## config.mk

```make
export PLATFORM = sky130hd
export DESIGN_NAME = ternary_matvec_accumulate
export DESIGN_NICKNAME = d
export VERILOG_FILES = /design/src/hw/rtl/tmva_pkg.sv /design/src/hw/rtl/ternary_matvec_accumulate.sv /design/src/hw/rtl/tmva_lane.sv /design/src/hw/rtl/tmva_accum.sv /design/src/hw/rtl/tmva_scale.sv
export VERILOG_INCLUDE_DIRS = /design/src /design/src/hw/rtl
export SDC_FILE = /design/constraint.sdc
export NUM_CORES = 2
export LEC_CHECK = 0
export ABC_CLOCK_PERIOD_IN_PS = 13600
export BUFFER_PORTS_ARGS = -buffer_cell sky130_fd_sc_hd__buf_2
export CORE_MARGIN = 5
export CORE_UTILIZATION = 60
export DETAILED_ROUTE_END_ITERATION = 12
export GPL_ROUTABILITY_DRIVEN = 0
export GPL_TIMING_DRIVEN = 0
export HOLD_SLACK_MARGIN = 0.12
export PLACE_DENSITY = 0.78
export SYNTH_ARGS = -nofsm -noshare
export SYNTH_HDL_FRONTEND = slang
export SYNTH_SLANG_ARGS = --single-unit
export TNS_END_PERCENT = 1
```

## constraint.sdc

```tcl
create_clock -name clock -period 13.6 [get_ports clock]
set_input_delay 4.08 -clock clock [delete_from_list [all_inputs] [get_ports clock]]
set_output_delay 4.08 -clock clock [all_outputs]
set_load 0.01 [all_outputs]
```

## src/hw/rtl/assert_macros.svh

```systemverilog
// ---------------------------------------------------------------------------
// Assertion macros used by the RTL.
// ---------------------------------------------------------------------------
`ifndef ASSERT_MACROS_SVH
`define ASSERT_MACROS_SVH

// Same-cycle implication, checked on every rising edge outside reset.
`define ASSERT_IMPLIES(lbl, clk, rst, ante, cons) \
   lbl: assert property (@(posedge clk) disable iff (rst) (ante) |-> (cons)) \
      else $error("assertion failed: same-cycle implication");

// Next-cycle implication, checked on every rising edge outside reset.
`define ASSERT_NEXT(lbl, clk, rst, ante, cons) \
   lbl: assert property (@(posedge clk) disable iff (rst) (ante) |=> (cons)) \
      else $error("assertion failed: next-cycle implication");

`endif

```

## src/hw/rtl/tmva_pkg.sv

```systemverilog
// ---------------------------------------------------------------------------
// tmva_pkg
// Widths, weight codes and stage records of the ternary row accumulator.
// ---------------------------------------------------------------------------
`timescale 1ns / 1ps

package tmva_pkg;

   localparam int LANES      = 4;
   localparam int SUM_WIDTH  = 32;
   localparam int ACT_W      = 16;
   localparam int CODE_W     = 2;
   localparam int WBYTE_W    = LANES * CODE_W;
   localparam int NVALID_W   = 3;
   localparam int SCALE_W    = 16;
   localparam int TERM_W     = ACT_W + 2;
   localparam int PART_W     = TERM_W + $clog2(LANES);
   localparam int FRAC_BITS  = 8;
   localparam int RES_W      = 48;
   localparam int PROD_W     = SUM_WIDTH + SCALE_W;
   localparam int REQ_BITS   = WBYTE_W + LANES * ACT_W + NVALID_W + SCALE_W;
   localparam int REQ_DATA_W = ((REQ_BITS + 7) / 8) * 8;
   localparam int RSP_DATA_W = ((RES_W + 7) / 8) * 8;

   localparam logic [CODE_W-1:0] CODE_MASK = 2'h3;

   // Weight is code minus one.
   localparam logic [CODE_W-1:0] CODE_NEG  = 2'd0;
   localparam logic [CODE_W-1:0] CODE_ZERO = 2'd1;
   localparam logic [CODE_W-1:0] CODE_POS  = 2'd2;
   localparam logic [CODE_W-1:0] CODE_DBL  = 2'd3;

   typedef logic signed [TERM_W-1:0] term_type;

   typedef struct packed {
      logic valid;
      logic eor;
   } stage_ctl_type;

   typedef struct packed {
      logic                        valid;
      logic signed [SUM_WIDTH-1:0] sum;
      logic                        sat;
      logic signed [SCALE_W-1:0]   scale;
   } row_out_type;

   typedef struct packed {
      logic                    valid;
      logic signed [RES_W-1:0] result;
      logic                    sat;
   } result_type;

endpackage

```

## src/hw/rtl/ternary_matvec_accumulate.sv

```systemverilog
// ---------------------------------------------------------------------------
// ternary_matvec_accumulate
// Ternary-weight row accumulator with per-row scaling and saturation.
// ---------------------------------------------------------------------------
// Input beats on the req_ channel carry one packed weight byte (four 2-bit
// codes, weight = code - 1), four Q8.8 activations, the number of leading
// lanes that count, and the row scale; req_tlast marks the last beat of a
// row. Four lanes weight the activations side by side, a merge stage adds
// the terms, and a saturating accumulator keeps the running row sum.
// On the beat with req_tlast set, the row sum including that beat is
// multiplied by the scale, shifted right by eight (floor) and clamped to
// 48 bits; one rsp_ beat then carries the result, with rsp_tuser set if the
// sum or the result saturated. Beats without req_tlast give no rsp_ beat.
// Throughput: one req_ beat per cycle while req_tready is high. The edge
// that accepts a last beat loads the lane registers; the merge, accumulate,
// multiply and output registers follow in order; rsp_tvalid is registered.
// Reset clears the row sum, the saturation flag and all valid bits.
// When the receiver stalls, a skid register catches one more result; once
// it is full, req_tready drops and the whole pipeline holds.
// ---------------------------------------------------------------------------
`timescale 1ns / 1ps

`include "assert_macros.svh"

module ternary_matvec_accumulate
   import tmva_pkg::*;
(
   input  logic                  clock,
   input  logic                  reset,
   input  logic                  req_tvalid,
   output logic                  req_tready,
   // weight_byte, act_lane0, act_lane1, act_lane2, act_lane3, lanes_valid,
   // row_scale, zero fill
   input  logic [REQ_DATA_W-1:0] req_tdata,
   input  logic                  req_tlast,  // end_of_row
   output logic                  rsp_tvalid,
   input  logic                  rsp_tready,
   output logic [RSP_DATA_W-1:0] rsp_tdata,  // row_result
   output logic                  rsp_tuser   // sum_saturated
);

   localparam int ACT_LSB    = WBYTE_W;
   localparam int NVALID_LSB = ACT_LSB + LANES * ACT_W;
   localparam int SCALE_LSB  = NVALID_LSB + NVALID_W;

   logic                      pipe_en;
   logic                      req_beat;
   logic [WBYTE_W-1:0]        weight_byte;
   logic [NVALID_W-1:0]       lanes_valid;
   stage_ctl_type             lane_ctl_ff;
   logic signed [SCALE_W-1:0] lane_scale_ff;
   term_type                  terms [LANES];
   row_out_type               row_done;
   result_type                result;

   logic                      out_valid_ff;
   logic signed [RES_W-1:0]   out_result_ff;
   logic                      out_sat_ff;
   logic                      skid_valid_ff;
   logic signed [RES_W-1:0]   skid_result_ff;
   logic                      skid_sat_ff;
   logic                      new_result;

   assign pipe_en     = !skid_valid_ff;
   assign req_tready  = pipe_en;
   assign req_beat    = req_tvalid && req_tready;
   assign weight_byte = req_tdata[WBYTE_W-1:0];
   assign lanes_valid = req_tdata[NVALID_LSB +: NVALID_W];

   for (genvar k = 0; k < LANES; k++) begin : g_lane
      tmva_lane u_lane (
         .clock   (clock),
         .pipe_en (pipe_en),
         .code    (weight_byte[CODE_W*k +: CODE_W]),
         .act     (req_tdata[ACT_LSB + ACT_W*k +: ACT_W]),
         .lane_on (lanes_valid > NVALID_W'(k)),
         .term_ff (terms[k])
      );
   end

   always_ff @(posedge clock) begin
      if (pipe_en) begin
         lane_scale_ff <= req_tdata[SCALE_LSB +: SCALE_W];
      end
   end

   always_ff @(posedge clock) begin
      if (reset) begin
         lane_ctl_ff <= '0;
      end else if (pipe_en) begin
         lane_ctl_ff.valid <= req_beat;
         lane_ctl_ff.eor   <= req_tlast;
      end
   end

   tmva_accum u_accum (
      .clock      (clock),
      .reset      (reset),
      .pipe_en    (pipe_en),
      .lane_ctl   (lane_ctl_ff),
      .lane_scale (lane_scale_ff),
      .terms      (terms),
      .row_ff     (row_done)
   );

   tmva_scale u_scale (
      .clock   (clock),
      .reset   (reset),
      .pipe_en (pipe_en),
      .row_in  (row_done),
      .result  (result)
   );

   assign new_result = result.valid && pipe_en;

   always_ff @(posedge clock) begin
      if (reset) begin
         out_valid_ff  <= 1'b0;
         skid_valid_ff <= 1'b0;
      end else begin
         if (rsp_tready || !out_valid_ff) begin
            if (skid_valid_ff) begin
               out_valid_ff   <= 1'b1;
               out_result_ff  <= skid_result_ff;
               out_sat_ff     <= skid_sat_ff;
               skid_valid_ff  <= 1'b0;
            end else begin
               out_valid_ff   <= new_result;
               out_result_ff  <= result.result;
               out_sat_ff     <= result.sat;
            end
         end else if (new_result) begin
            skid_valid_ff  <= 1'b1;
            skid_result_ff <= result.result;
            skid_sat_ff    <= result.sat;
         end
      end
   end

   assign rsp_tvalid = out_valid_ff;
   assign rsp_tdata  = RSP_DATA_W'(out_result_ff);
   assign rsp_tuser  = out_sat_ff;

   `ASSERT_IMPLIES(a_skid_behind_out, clock, reset, skid_valid_ff, out_valid_ff)
   `ASSERT_NEXT(a_skid_drains, clock, reset, skid_valid_ff && rsp_tready, !skid_valid_ff)

endmodule

```

## src/hw/rtl/tmva_lane.sv

```systemverilog
// ---------------------------------------------------------------------------
// tmva_lane
// One weight lane: turns a 2-bit code and an activation into a registered
// weighted term (-act, 0, +act or +2*act).
// ---------------------------------------------------------------------------
`timescale 1ns / 1ps

module tmva_lane
   import tmva_pkg::*;
(
   input  logic                    clock,
   input  logic                    pipe_en,
   input  logic [CODE_W-1:0]       code,
   input  logic signed [ACT_W-1:0] act,
   input  logic                    lane_on,
   output term_type                term_ff
);

   term_type act_ext;
   term_type term_in;

   assign act_ext = TERM_W'(act);

   always_comb begin
      unique case (code & CODE_MASK)
         CODE_NEG:  term_in = -act_ext;
         CODE_ZERO: term_in = '0;
         CODE_POS:  term_in = act_ext;
         CODE_DBL:  term_in = act_ext <<< 1;
         default:   term_in = '0;
      endcase
      if (!lane_on) begin
         term_in = '0;
      end
   end

   always_ff @(posedge clock) begin
      if (pipe_en) begin
         term_ff <= term_in;
      end
   end

endmodule

```

## src/hw/rtl/tmva_accum.sv

```systemverilog
// ---------------------------------------------------------------------------
// tmva_accum
// Merges the lane terms into one partial sum, then adds it to the running
// row sum with saturation and hands the finished row on at end of row.
// ---------------------------------------------------------------------------
`timescale 1ns / 1ps

module tmva_accum
   import tmva_pkg::*;
(
   input  logic                      clock,
   input  logic                      reset,
   input  logic                      pipe_en,
   input  stage_ctl_type             lane_ctl,
   input  logic signed [SCALE_W-1:0] lane_scale,
   input  term_type                  terms [LANES],
   output row_out_type               row_ff
);

   logic signed [PART_W-1:0]    part_in;
   logic signed [PART_W-1:0]    part_ff;
   stage_ctl_type               merge_ctl_ff;
   logic signed [SCALE_W-1:0]   merge_scale_ff;

   logic signed [SUM_WIDTH-1:0] row_sum_ff;
   logic signed [SUM_WIDTH-1:0] row_sum_in;
   logic                        row_ovf_ff;
   logic                        row_ovf_in;
   logic signed [SUM_WIDTH:0]   wide_sum;
   logic signed [SUM_WIDTH-1:0] clamped;
   logic                        clamp_hit;
   row_out_type                 row_in;

   always_comb begin
      part_in = '0;
      for (int k = 0; k < LANES; k++) begin
         part_in = part_in + PART_W'(terms[k]);
      end
   end

   always_ff @(posedge clock) begin
      if (pipe_en) begin
         part_ff        <= part_in;
         merge_scale_ff <= lane_scale;
      end
   end

   always_ff @(posedge clock) begin
      if (reset) begin
         merge_ctl_ff <= '0;
      end else if (pipe_en) begin
         merge_ctl_ff <= lane_ctl;
      end
   end

   // Saturating accumulate: one spare top bit shows an overflow.
   assign wide_sum = (SUM_WIDTH + 1)'(row_sum_ff) + (SUM_WIDTH + 1)'(part_ff);

   always_comb begin
      clamp_hit = wide_sum[SUM_WIDTH] != wide_sum[SUM_WIDTH-1];
      if (!clamp_hit) begin
         clamped = wide_sum[SUM_WIDTH-1:0];
      end else if (wide_sum[SUM_WIDTH]) begin
         clamped = {1'b1, {(SUM_WIDTH - 1){1'b0}}};
      end else begin
         clamped = {1'b0, {(SUM_WIDTH - 1){1'b1}}};
      end
   end

   always_comb begin
      row_sum_in   = row_sum_ff;
      row_ovf_in   = row_ovf_ff;
      row_in       = row_ff;
      row_in.valid = 1'b0;
      if (merge_ctl_ff.valid) begin
         row_sum_in = clamped;
         row_ovf_in = row_ovf_ff | clamp_hit;
         if (merge_ctl_ff.eor) begin
            row_in.valid = 1'b1;
            row_in.sum   = clamped;
            row_in.sat   = row_ovf_ff | clamp_hit;
            row_in.scale = merge_scale_ff;
            row_sum_in   = '0;
            row_ovf_in   = 1'b0;
         end
      end
   end

   always_ff @(posedge clock) begin
      if (reset) begin
         row_sum_ff <= '0;
         row_ovf_ff <= 1'b0;
         row_ff     <= '0;
      end else if (pipe_en) begin
         row_sum_ff <= row_sum_in;
         row_ovf_ff <= row_ovf_in;
         row_ff     <= row_in;
      end
   end

endmodule

```

## src/hw/rtl/tmva_scale.sv

```systemverilog
// ---------------------------------------------------------------------------
// tmva_scale
// Multiplies a finished row sum by its scale, then drops the eight
// fraction bits (floor) and clamps to the result range.
// ---------------------------------------------------------------------------
`timescale 1ns / 1ps

module tmva_scale
   import tmva_pkg::*;
(
   input  logic        clock,
   input  logic        reset,
   input  logic        pipe_en,
   input  row_out_type row_in,
   output result_type  result
);

   localparam int SH_W  = PROD_W - FRAC_BITS;
   localparam int EXT_W = SH_W + RES_W;
   localparam logic signed [EXT_W-1:0] RES_MAX_EXT =
      {{(EXT_W - RES_W + 1){1'b0}}, {(RES_W - 1){1'b1}}};
   localparam logic signed [EXT_W-1:0] RES_MIN_EXT =
      {{(EXT_W - RES_W + 1){1'b1}}, {(RES_W - 1){1'b0}}};

   logic signed [PROD_W-1:0] prod_in;
   logic signed [PROD_W-1:0] prod_ff;
   logic                     sat_ff;
   logic                     valid_ff;
   logic signed [EXT_W-1:0]  shifted;

   assign prod_in = row_in.sum * row_in.scale;

   always_ff @(posedge clock) begin
      if (pipe_en) begin
         prod_ff <= prod_in;
         sat_ff  <= row_in.sat;
      end
   end

   always_ff @(posedge clock) begin
      if (reset) begin
         valid_ff <= 1'b0;
      end else if (pipe_en) begin
         valid_ff <= row_in.valid;
      end
   end

   // Dropping the low bits of a two's complement value rounds toward minus infinity.
   assign shifted = EXT_W'($signed(prod_ff[PROD_W-1:FRAC_BITS]));

   always_comb begin
      result.valid = valid_ff;
      result.sat   = sat_ff;
      if (shifted > RES_MAX_EXT) begin
         result.result = RES_MAX_EXT[RES_W-1:0];
         result.sat    = 1'b1;
      end else if (shifted < RES_MIN_EXT) begin
         result.result = RES_MIN_EXT[RES_W-1:0];
         result.sat    = 1'b1;
      end else begin
         result.result = shifted[RES_W-1:0];
      end
   end

endmodule
```

After elaboration in Yosys (flattened, before gate mapping)
Cells that the tools add are included.
Storage, ports and cells
  bits in registers: 361
  input port bits: 101
  output and inout bits: 51
  logic and storage cells: 88
Cells by class
  $add $sub $neg: 8
  $mul: 1
  order comparisons: 6
  equal/unequal tests: 13
  multiplexer cells: 16
  bitwise gates (word level): 4
  reductions and logical operators: 14
Operators with widths (count)
  $pmux 18 s4: 4
  $mux 50: 2
  $mux 32: 3
  $mux 48: 2
  $neg 16->18: 4
  $mux 49: 1
  $gt 40x48->1 const B: 1
  $lt 40x48->1 const B: 1
  $mul 32x16->48: 1
  $add 32x20->33: 1
  $add 19x18->20: 1
  $add 20x18->20: 1
  $add 18x18->19: 1
  $eq 2x2->1 const B: 8
  $eq 2x1->1 const B: 4
  $logic_not 2->1: 4
  $gt 3x1->1 const B: 2
  $gt 3x2->1 const B: 2
  $reduce_and 3->1: 2
  $mux 1: 4
  $reduce_and 2->1: 2
  $not 1->1: 3
  $logic_and 1x1->1: 2
  $logic_not 1->1: 2
  4 further kinds: 4

Depth between registers and ports, before layout
  depth in word-level cells: 5
  gate-level depth with buffers: 27
  gate-level depth less buffers: 25

Modules after synthesis
From an unflattened synthesis, not the netlist that was laid out.
Second synthesis, totals
  cells, all modules: 3702
  area total of the unflattened synthesis: 36588.8 um2
Modules (own cells, without submodules)
  tmva_scale: times used 1, cells an instance 2065, area an instance 19005.7 um2
  tmva_accum: times used 1, cells an instance 845, area an instance 7787.5 um2
  tmva_lane: times used 4, cells an instance 151, area an instance 1338.8 um2
  ternary_matvec_accumulate: times used 1, cells an instance 188, area an instance 4440.5 um2

Worst setup path after synthesis
No wires, ideal clock.
  path kind: input-to-reg
  from: in reset
  to: reg skid_result_ff[0], enable pin
  setup time: 561 ps
  arrival: 8671 ps
  required time: 13039 ps
  slack: 4368 ps
  cell stages on the path: 2
  buffers on the path: 1
  cell sequence: clkbuf_1 nor4b_1
On the way
  word-level cells in the longest chain between the ends: 2
RTL lines
  from (decl): RTL line ternary_matvec_accumulate.sv:29  | input logic reset,
  $not 1->1 (no line)
  $reduce_and 3->1 (no line)
  to (signal assigned): RTL line ternary_matvec_accumulate.sv:134  | skid_result_ff <= result.result;
  to (decl): RTL line ternary_matvec_accumulate.sv:60  | logic signed [RES_W-1:0] skid_result_ff;
Every way passes these cells.
A chain may end at the register's enable or synchronous reset.

Final worst setup path
  from: reg u_accum.row_ff[27] in the netlist's numbering
  to: reg u_scale.prod_ff[39], data pin
On the way
  word-level cells in the longest chain between the ends: 1
RTL lines
  from (decl): RTL line tmva_accum.sv:17  | output row_out_type row_ff
  from (signal assigned): RTL line tmva_accum.sv:97  | row_ff <= row_in;
  $mul 32x16->48: RTL line tmva_scale.sv:31  | assign prod_in = row_in.sum * row_in.scale;
  net u_scale.prod_in[39]: RTL line tmva_scale.sv:25  | logic signed [PROD_W-1:0] prod_in;
  to (signal assigned): RTL line tmva_scale.sv:35  | prod_ff <= prod_in;
  to (decl): RTL line tmva_scale.sv:26  | logic signed [PROD_W-1:0] prod_ff;
The timed path passes the listed nets, and every way through them passes these cells.

==> flow_metrics.py <==
metrics = {
    "status": {
        "status": "completed",
    },
    "sta": {
        "worstMarginPinSlew_ps": 1220,
        "rsz0062_at_grt": "false",
        "finalCritPeriodShare_pct": 59.4,
        "max_freq_ghz": 0.124,
        "hold_violations": 0,
        "max_slew_margin_pct": 18.4,
        "slew_viol_final": 0,
        "finClkSkew_ps": 40.2,
        "finalCriticalPeriod_ps": 8080,
        "setup_tns_ps": 0,
        "finalSetupViolations": 0,
    },
    "finish": {
        "final_common_cell": "inv_1",
        "drive_gt1_share_pct": 8.52,
        "nets": 4413,
        "area_growth_pct": 9.04,
        "mostFrequentLayoutCells": "inv_1, fa_1, nand2_1",
        "stdcell_area_sq_um": 37200,
        "antenna_cells": 0,
    },
    "global_routing": {
        "grt_max_degree": 100,
        "grt_overflow": 0,
        "grt_use_total_pct": 27.1,
        "grt_pass1_vias": 25600,
        "grt_first_pass_wirelength_um": 134000,
        "antenna_found_initial": 1,
    },
    "synth": {
        "async_reset_ff_share_pct": 0,
        "yosysTopAreaCellShare_pct": 30.7,
        "ys_seq_area_share_pct": 27.2,
        "synth_nets": 4223,
        "synth-edff-count": 249,
        "synth_area_leaders": "fa_1, edfxtp_1, inv_1, ha_1, dfxtp_1",
        "syn_avg_cell_area_sq_um": 9.95,
        "netlist_instances": 3433,
        "yosys.area.top_type": "fa_1",
        "synth.distinct_cells": 86,
        "ys_warn_count": 0,
        "ys.flop_type": "edfxtp_1",
        "synth_seq_cells": 339,
        "netlist_area_sq_um": 34100,
    },
    "worst_setup_path": {
        "path_max_fanout": 10,
        "worstSetupPathDepth": 22,
        "worstSetupPathType": "reg -> reg",
        "worstPathArrival_ps": 8390,
        "critPathBufInv": 4,
        "cp_slowest_cell": "dfxtp_1",
        "max_stage_delay_ps": 700,
        "r2r_slack_ps": 5520,
        "path_cells": "clkbuf_1 -> nand2_1 -> fa_1 -> fa_1 -> fa_1 -> fa_1 -> inv_1 -> fa_1 -> inv_1 -> fa_1 -> inv_1 -> ha_1 -> nand2_1 -> o21ai_0 -> a22o_1 -> o211ai_1 -> or3b_1 -> a31oi_1 -> o21ai_0 -> a21boi_0 -> o21ai_0 -> xor2_1",
        "path_common_cell": "fa_1",
        "worstSetupStartpointType": "register",
        "end_kind": "register",
        "r2r_cells": 22,
        "reg2reg_from": "u_accum.row_ff[27]",
        "cp_top_family": "adder cells",
        "required_ps": 13910,
        "crit_start": "u_accum.row_ff[27]",
    },
    "detailed_routing": {
        "initialDrtViolationCount": 1857,
        "avgRoutedWirePerCell_um": 18.8,
        "drtPass1Iterations": 6,
        "drt-total-wl_um": 83000,
        "num_vias": 24900,
        "detail-route-antenna-nets": 0,
        "drc": 0,
        "viasPerCell": 5.64,
    },
    "power_and_ir_drop": {
        "power_leakage_uw": 0.0173,
        "clockPowerShare_pct": 33.5,
        "p_sw_share_pct": 31.9,
        "seqPwrFrac_pct": 39.6,
        "p_per_area_nw_per_um2": 84.9,
        "p_comb_share_pct": 26.9,
        "ir_drop_mv": 0.0910,
        "internal_power_uw": 2160,
        "power_switching_uw": 1010,
    },
    "cts": {
        "post_cts_buffers": 0,
        "cts-root-buf": "clkbuf_16",
        "clk_latency_ps": 600,
        "cts.sinks": 339,
        "clockBufferDepth": 3,
        "cts_tree": "done",
        "htreeDepth": 2,
        "numCtsBuffers": 37,
        "postCtsHoldBufs": 0,
        "clkSlewWorstSetupHoldPaths_ps": 70,
        "cts_resized": 0,
    },
    "placed_design": {
        "post_dp_cell_area_sq_um": 35900,
        "io_buffers": 143,
        "dp_hpwl_um": 66500,
    },
    "job": {
        "maxCapViolations": 0,
    },
    "die": {
        "die_w_um": 249,
        "core_sq_um": 56400,
        "floorplan.rows": 87,
        "die_y_um": 249,
        "ios": 152,
        "initial_core_util_pct": 60.6,
        "die-area_sq_um": 61800,
    },
    "worst_hold_path": {
        "hp-start": "lane_scale_ff[10]",
        "hold_depth": 0,
        "hold_path.class": "reg -> reg",
    },
}
-- stage by stage --
| stage | power [uW] | instances | hold WS [ps] | setup slack, ps | utilization, % |
|---|---|---|---|---|---|
| after global placement | 2090 | 4332 | 404 | 101 | 63.5 |
| final | 3160 | 4406 | 414 | 5520 | 66.0 |
| after CTS | 3180 | 4406 | 418 | 5620 | 66.0 |
| after floorplan | 1900 | 3433 | 400 | 4370 | - |
| after detailed placement | 2110 | 4340 | 405 | 5650 | 63.7 |
| after global routing | 3330 | 4406 | 427 | 5230 | 66.0 |
-- path summary, 6_finish.rpt --
path	to
min	u_accum.merge_scale_ff[10]
min reg2reg	u_accum.merge_scale_ff[10]
max reg2reg	u_scale.prod_ff[39]
max	u_scale.prod_ff[39]
-- cell usage after synthesis (24+ instances only) --
library cell and instances:
inv_1 567, fa_1 523, nand2_1 409, edfxtp_1 249, and2_1 231, nor2_1 200
a21oi_1 184, ha_1 166, clkbuf_1 128, o21ai_0 124, dfxtp_1 90, xnor2_1 72
mux2_2 40, a21o_1 39, or3_1 39, nor3_1 34, a22o_1 32, nand2b_1 32
xor2_1 24
-- state kept, by name, indices dropped and copies added (netlist names) --
signal and flops:
g_lane.u_lane.term_ff 72, lane_ctl_ff 2, lane_scale_ff 16, rsp_tdata 41
rsp_tuser 1, rsp_tvalid 1, skid_result_ff 41, skid_sat_ff 1
skid_valid_ff 1, u_accum.merge_ctl_ff 2, u_accum.merge_scale_ff 16, u_accum.part_ff 20
u_accum.row_ff 50, u_accum.row_ovf_ff 1, u_accum.row_sum_ff 32, u_scale.prod_ff 40
u_scale.sat_ff 1, u_scale.valid_ff 1
-- layer usage --
metal	up-vias	part of all wire (%)	GRT usage, %
met5	-	0.0084	0
met4	2	5.7	12.2
met3	300	9.2	6.28
met2	1103	47	45.2
met1	12100	38	34.0
li1	11400	-	-
-- cell type report --
| cell class | instances | area (sq um) |
|---|---|---|
| sequential | 339 | 9280 |
| buffer | 149 | 632 |
| timing repair buffer | 151 | 812 |
| clock inverter | 21 | 304 |
| inverter | 567 | 2140 |
| tap | 756 | 946 |
| multi-input combinational | 2378 | 22100 |
| clock buffer | 45 | 1010 |
| fill | 4474 | 19200 |
-- power by group through the flow --
stage	clock network, uW	registers (uW)	logic, uW
floorplan	0	1250	644
global placement	0	1270	817
detailed placement	0	1270	839
CTS	1080	1250	845
global route	1130	1260	944
finish	1060	1250	850
-- cell families (layout without fill, tap and decap cells) --
group           after synthesis  in the layout  share of synthesized area (%)
mux                          48             48                           1.55
compound gates              483            483                           8.95
flops                       339            339                           27.2
simple gates               1055           1055                           14.8
buf+inv                     716            933                           8.08
fa+ha+maj                   696            696                           37.0
xor+xnor                     96             96                           2.46
(Power assumes the default switching activity.)
